## config.mk

```make
export PLATFORM = sky130hd
export DESIGN_NAME = lfu_cell
export DESIGN_NICKNAME = d
export VERILOG_FILES = /design/src/sv/lfu_pkg.sv /design/src/sv/lfu_cell.sv
export SDC_FILE = /design/constraint.sdc
export NUM_CORES = 1
export LEC_CHECK = 0
export BUFFER_PORTS_ARGS = -buffer_cell sky130_fd_sc_hd__buf_2
export CELL_PAD_IN_SITES_DETAIL_PLACEMENT = 1
export CELL_PAD_IN_SITES_GLOBAL_PLACEMENT = 2
export CORE_MARGIN = 1
export CORE_UTILIZATION = 33
export DETAILED_ROUTE_END_ITERATION = 8
export PLACE_DENSITY_LB_ADDON = 0.15
export SYNTH_ARGS = -nofsm -noshare
export SYNTH_HDL_FRONTEND = slang
export SYNTH_SLANG_ARGS = --single-unit
```

## constraint.sdc

```tcl
create_clock -name clk -period 4.2 [get_ports clk]
set_input_delay 0.63 -clock clk [delete_from_list [all_inputs] [get_ports clk]]
set_output_delay 0.63 -clock clk [all_outputs]
set_load 0.03 [all_outputs]
```

## src/sv/lfu_pkg.sv

```systemverilog
// Shared types and constants for the LFU cache table.
// Used by the entry cell and the top level; depends on nothing else.
package lfu_pkg;

	localparam int KEY_W   = 32;
	localparam int VAL_W   = 32;
	localparam int CNT_W   = 32;
	localparam int STAMP_W = 64;
	localparam int CAP_W   = 5;

	localparam logic [CAP_W-1:0] CAP_RESET = CAP_W'(16);

	localparam logic ACT_GET = 1'b0;
	localparam logic ACT_PUT = 1'b1;

	localparam int IX_HIT  = 0;
	localparam int IX_VIC  = 1;
	localparam int IX_FREE = 2;
	localparam int IX_N    = 3;

	typedef enum logic [1:0] {
		OP_NONE,
		OP_TOUCH,
		OP_FILL
	} op_t;

	typedef struct packed {
		logic               valid;
		logic [KEY_W-1:0]   key;
		logic               hit;
		logic [VAL_W-1:0]   hit_value;
		logic               vic_ok;
		logic [CNT_W-1:0]   vic_count;
		logic [STAMP_W-1:0] vic_stamp;
		logic [KEY_W-1:0]   vic_key;
		logic               free_ok;
	} scan_t;

	typedef struct packed {
		op_t                op;
		logic               set_value;
		logic [KEY_W-1:0]   key;
		logic [VAL_W-1:0]   value;
		logic [STAMP_W-1:0] stamp;
	} cmd_t;

endpackage

```

## src/sv/lfu_cell.sv

```systemverilog
// One cache entry of the LFU table with its stage of the lookup chain.
// Depends on lfu_pkg for the scan token and write command types.
module lfu_cell import lfu_pkg::*; #(
	parameter int IW  = 4,
	parameter int IDX = 0
) (
	input  logic                     clk,
	input  logic                     arst_n,
	input  scan_t                    prev_tok,
	input  logic [IX_N-1:0][IW-1:0]  prev_ix,
	input  cmd_t                     cmd,
	input  logic [IW-1:0]            cmd_idx,
	output scan_t                    next_tok,
	output logic [IX_N-1:0][IW-1:0]  next_ix
);

	localparam logic [IW-1:0] MY_IDX = IW'(IDX);

	logic               valid_q;
	logic [KEY_W-1:0]   key_q;
	logic [VAL_W-1:0]   value_q;
	logic [CNT_W-1:0]   count_q;
	logic [STAMP_W-1:0] stamp_q;

	scan_t                   tok_d;
	logic [IX_N-1:0][IW-1:0] ix_d;
	scan_t                   tok_q;
	logic [IX_N-1:0][IW-1:0] ix_q;
	logic                    sel;

	always_comb begin
		tok_d = prev_tok;
		ix_d  = prev_ix;
		if (!prev_tok.hit && valid_q && key_q == prev_tok.key) begin
			tok_d.hit       = 1'b1;
			tok_d.hit_value = value_q;
			ix_d[IX_HIT]    = MY_IDX;
		end
		if (valid_q && (!prev_tok.vic_ok || count_q < prev_tok.vic_count ||
			(count_q == prev_tok.vic_count && stamp_q < prev_tok.vic_stamp))) begin
			tok_d.vic_ok    = 1'b1;
			tok_d.vic_count = count_q;
			tok_d.vic_stamp = stamp_q;
			tok_d.vic_key   = key_q;
			ix_d[IX_VIC]    = MY_IDX;
		end
		if (!prev_tok.free_ok && !valid_q) begin
			tok_d.free_ok = 1'b1;
			ix_d[IX_FREE] = MY_IDX;
		end
	end

	always_ff @(posedge clk or negedge arst_n) begin
		if (!arst_n) begin
			tok_q <= '0;
		end else begin
			tok_q <= tok_d;
		end
	end

	always_ff @(posedge clk) begin
		ix_q <= ix_d;
	end

	assign next_tok = tok_q;
	assign next_ix  = ix_q;
	assign sel      = (cmd_idx == MY_IDX);

	always_ff @(posedge clk or negedge arst_n) begin
		if (!arst_n) begin
			valid_q <= 1'b0;
		end else if (sel && cmd.op == OP_FILL) begin
			valid_q <= 1'b1;
		end
	end

	always_ff @(posedge clk) begin
		if (sel) begin
			case (cmd.op)
				OP_TOUCH: begin
					if (count_q != '1) begin
						count_q <= count_q + CNT_W'(1);
					end
					stamp_q <= cmd.stamp;
					if (cmd.set_value) begin
						value_q <= cmd.value;
					end
				end
				OP_FILL: begin
					key_q   <= cmd.key;
					value_q <= cmd.value;
					count_q <= CNT_W'(1);
					stamp_q <= cmd.stamp;
				end
				default: begin
				end
			endcase
		end
	end

endmodule

```

## Yosys cells after proc, flatten, opt, wreduce, memory -nomap -nowiden

Cells that the tools add are included.

| storage, ports and cells | value |
|---|---|
| memory bits (writable) | 0 |
| flip-flop bits (word level) | 369 |
| input port bits | 345 |
| output and inout bits | 208 |
| bits in read-only memories | 0 |
| bits in latches | 0 |
| memories | 0 |

| cells by class | value |
|---|---|
| bitwise gates (word level) | 0 |
| shifts and indexed selects | 0 |
| muxes and demuxes | 7 |
| reduce and logical (&&, ||, !) cells | 19 |
| equal/unequal tests | 7 |
| add/subtract/negate cells | 1 |
| multipliers | 0 |
| div/mod/pow operators | 0 |
| magnitude comparators | 2 |

Operators by type and width:

| cell | count |
|---|---|
| $mux W129 | 1 |
| $pmux W32 S2 | 2 |
| $eq A32 B32 Y1 | 2 |
| $lt A64 B64 Y1 | 1 |
| $mux W32 | 2 |
| $mux W33 | 1 |
| $add A32 B1 Y32 const B | 1 |
| $lt A32 B32 Y1 | 1 |
| $ne A32 B32 Y1 const B | 1 |
| $logic_and A1 B1 Y1 | 6 |
| $reduce_and A3 Y1 | 2 |
| $logic_not A1 Y1 | 4 |
| $logic_not A4 Y1 | 1 |
| $ne A2 B2 Y1 const B | 2 |
| $reduce_and A2 Y1 | 2 |
| $eq A2 B1 Y1 const B | 1 |
| $eq A2 B2 Y1 const B | 1 |
| $logic_or A1 B1 Y1 | 2 |
| $reduce_bool A2 Y1 | 1 |
| $reduce_or A2 Y1 | 1 |
| $mux W1 | 1 |

## Depth between registers and ports, before layout

| logic depth | value |
|---|---|
| word-level depth | 5 |
| gate-level depth with buffers | 11 |
| mapped depth without buffers | 9 |

## Worst setup path before layout

No wires, ideal clock.

| path | value |
|---|---|
| path kind | input to register |
| start point | input cmd_idx[1] |
| end point | register stamp_q[0], enable pin |
| data required time | 3.714 ns |
| library setup time | 0.486 ns |
| data arrival time | 3.866 ns |
| path buffers | 0 |
| stages on the path | 2 |
| path slack | -0.152 ns |
| cell sequence | or4_1 -> nor2_1 |

| between the ends | value |
|---|---|
| longest elaborated chain between the ends | 2 |

RTL lines:

| item | line | source |
|---|---|---|
| start: declaration | lfu_cell.sv:12 | `input logic [IW-1:0] cmd_idx,` |
| $logic_not A4 Y1 | lfu_cell.sv:67 | `assign sel = (cmd_idx == MY_IDX);` |
| $reduce_and A2 Y1 (no line) | -- |  |
| end signal: assignment | lfu_cell.sv:84 | `stamp_q <= cmd.stamp;` |
| end signal: assignment | lfu_cell.sv:93 | `stamp_q <= cmd.stamp;` |
| end: declaration | lfu_cell.sv:23 | `logic [STAMP_W-1:0] stamp_q;` |

Every way passes these cells.
A chain may end at the register's enable or synchronous reset.

==> results.yml <==
synth:
  avgSynthCellArea_sq_um: 14.4
  synth_nets: 1521
  synth_edf_count: 160
  synth_most_common_cell: "dfrtp_1"
  yosysSeqAreaShare_pct: 64.3
  synthCells: 1078
  yosysTopAreaCell: "dfrtp_1"
  synth-seq-cells: 369
  synth_area_leaders: "dfrtp_1 32%, edfxtp_1 31%, ha_1 7.9%, mux2_2 6.1%, mux2_1 5.4%"
  async_flop_share_pct: 53.4
  synth_ff_type: "dfrtp_1"
  ys.warnings.count: 0
  synth_common_cells: "197 x dfrtp_1, 160 x edfxtp_1, 107 x inv_1, 98 x ha_1, 84 x mux2_2"
  synth.distinct_cells: 49
  syn_area_sq_um: 15500
  synth.top_cell.area_share_pct: 31.8
floorplan:
  pin_count: 553
  die_h_microns: 219
  start_util_pct: 33.4
  die-area_sq_um: 47900
  die_width_microns: 219
  row_count: 79
  core_area_sq_um: 46500
place:
  gp_congestion: 0.829
  hpwl_microns: 39000
  place_ws_ns: 0.529
  dpl_cell_area_sq_um: 19100
  portBuffers: 552
  dp.cells: 2229
global_route:
  grt_pass1_vias: 11600
  grtUsageTotal_pct: 20.8
  grt_max_degree: 95
  overflow: 0
  antenna_found_initial: 13
  grt_pass1_wl_microns: 73000
timing:
  slew_headroom_pct: 36.5
  hold_violations: 0
  slew_violations: 0
  grt_setup_unrepaired: "false"
  fin_ws_ns: 0.792
  fin_skew_ns: 0.0122
  fin_crit_sh_pct: 81.1
  fmax_ghz: 0.293
  fin_crit_ns: 3.41
  setup_violations: 0
  tightestPinTransition_ns: 0.953
  setup_tns_ns: 0
setup_path:
  reg2reg_from: "count_q[29]"
  r2r_slack_ns: 0.79
  end_kind: "flop"
  crit_required_ns: 4.63
  rr_endpoint: "next_tok[122]"
  critical_path_class: "flop to flop"
  rr_worst_depth: 9
  path_max_fanout: 94
  cp.arrival_ns: 3.83
  critPathLaunchType: "flop"
outcome:
  status: "finished clean"
pwr:
  intPower_w: 0.00684
  p_leak_nw: 9.40
  pwr-share-clk_pct: 40.6
  combPwrFrac_pct: 16.1
  swShare_pct: 27.3
  power.switching_w: 0.00258
  ir_drop_mv: 0.348
  p_seq_share_pct: 43.4
  p_per_area_nw_per_um2: 459
finish:
  fin_cells: 2319
  drive_gt1_share_pct: 42.4
  postLayoutCellArea_sq_um: 20500
  layout.nets: 2111
  syn_to_final_growth_pct: 32.3
  fin_util_pct: 44.2
cts:
  cts_setup_buffers: 0
  htreeDepth: 2
  cts_max_path_buffers: 3
  numCtsBuffers: 44
  postCtsHoldBufs: 0
  cts-root-buf: "clkbuf_16"
  clk_pin_slew_ns: 0.06
  cts_tree: "built"
  ctsResizeCount: 0
  clock_sinks: 369
  clk_latency_ns: 0.56
routing:
  drt-initial-drc-count: 464
  ant_nets: 0
  wl_per_cell_microns: 22.0
  drt_first_pass_iters: 4
  routed_wl_microns: 50900
  route.vias.total: 10800
  route.detailed.drc: 0
  vias_per_cell: 4.65
min_path:
  hp-class: "input pin to async pin"
flow_run:
  drv_cap: 0
## cell type report
type | instances | area, sq um
antenna | 8 | 20.0
timing repair buffer | 565 | 2910
clock inverter | 7 | 92.6
multi-input combinational | 581 | 5030
fill | 4994 | 25900
clock buffer | 75 | 1350
sequential | 369 | 9970
tap | 607 | 759
inverter | 107 | 402
## worst max-delay path by stage
stage                  from            end  slack [ns]  cells after the start
5_1_grt         count_q[30]  next_tok[117]        0.69                      9
3_3_place_gp   prev_tok[54]   next_tok[22]        0.58                     11
3_5_place_dp   prev_tok[56]   next_tok[32]        0.53                     11
2_1_floorplan    cmd_idx[1]     stamp_q[0]        0.91                      2
6_report        count_q[29]  next_tok[122]        0.79                      9
4_1_cts         count_q[30]  next_tok[122]        0.79                      9
## logic make-up (layout without fill, tap and decap cells)
family	after synthesis	count (layout)	share of synthesized area (%)
AO/OA/AOI/OAI	88	88	3.50
XOR/XNOR	58	58	3.27
adder cells (fa/ha/maj)	98	98	7.90
buffers and inverters	128	754	3.56
flip-flops	369	369	64.3
multiplexers	161	161	11.7
other	0	8	0
AND/OR/NAND/NOR	176	176	5.84
## critical path: stages (launching register included)
cell and delay, ns:
edfxtp_1 0.48, ha_1 0.35, nand4_1 0.16, nor4_1 0.37, buf_4 0.21, o311ai_0 0.13, a32oi_1 0.57, o41ai_4 0.22
buf_12 0.30, mux2_1 0.41
## placed cells by master (no fill, tap or decap), types with 8 or more instances in the layout
cell       synthesis  layout
buf_2              7     551
dfrtp_1          197     197
edfxtp_1         160     160
inv_1            107     107
ha_1              98      98
mux2_2            84      84
mux2_1            75      75
xor2_1            47      47
clkbuf_16          0      45
a21oi_1           41      41
nor2_1            42      39
nand2_1           33      33
nand4_1           27      27
clkbuf_1           5      19
nand3_1           16      16
o21ai_0           16      16
nor4_1            13      13
nor2b_1           12      12
dfxtp_1           12      12
xnor2_1           11      11
clkbuf_8           0      11
buf_4              1      10
diode_2            0       8
## metrics by stage
stage	hold WS, ns	power, W
after floorplan	0.334	0.00506
after global placement	0.455	0.00567
after detailed placement	0.461	0.00569
after CTS	0.0774	0.00956
after global routing	0.0981	0.00978
final	0.0487	0.00942
## power by group through the flow
stage / combinational, W / sequential, W / clock, W
CTS: 0.00154 / 0.00409 / 0.00393
detailed placement: 0.00154 / 0.00416 / 0
finish: 0.00151 / 0.00409 / 0.00382
global placement: 0.00151 / 0.00415 / 0
floorplan: 0.000486 / 0.00458 / 0
global route: 0.00163 / 0.00411 / 0.00405
## layer usage
layer	GRT usage, %	vias to the layer above	part of all wire (%)
met3	5.38	63	6.7
met4	5.67	14	1.6
met5	0	-	0.18
li1	-	5032	-
met1	26.3	5374	42
met2	34.9	297	49
## state kept, by name, indices dropped and copies added, names as in the netlist
register and count:
count_q 32, valid_q 1, value_q 32, key_q 32
next_tok 196, next_ix 12, stamp_q 64
(Power assumes the default switching activity.)
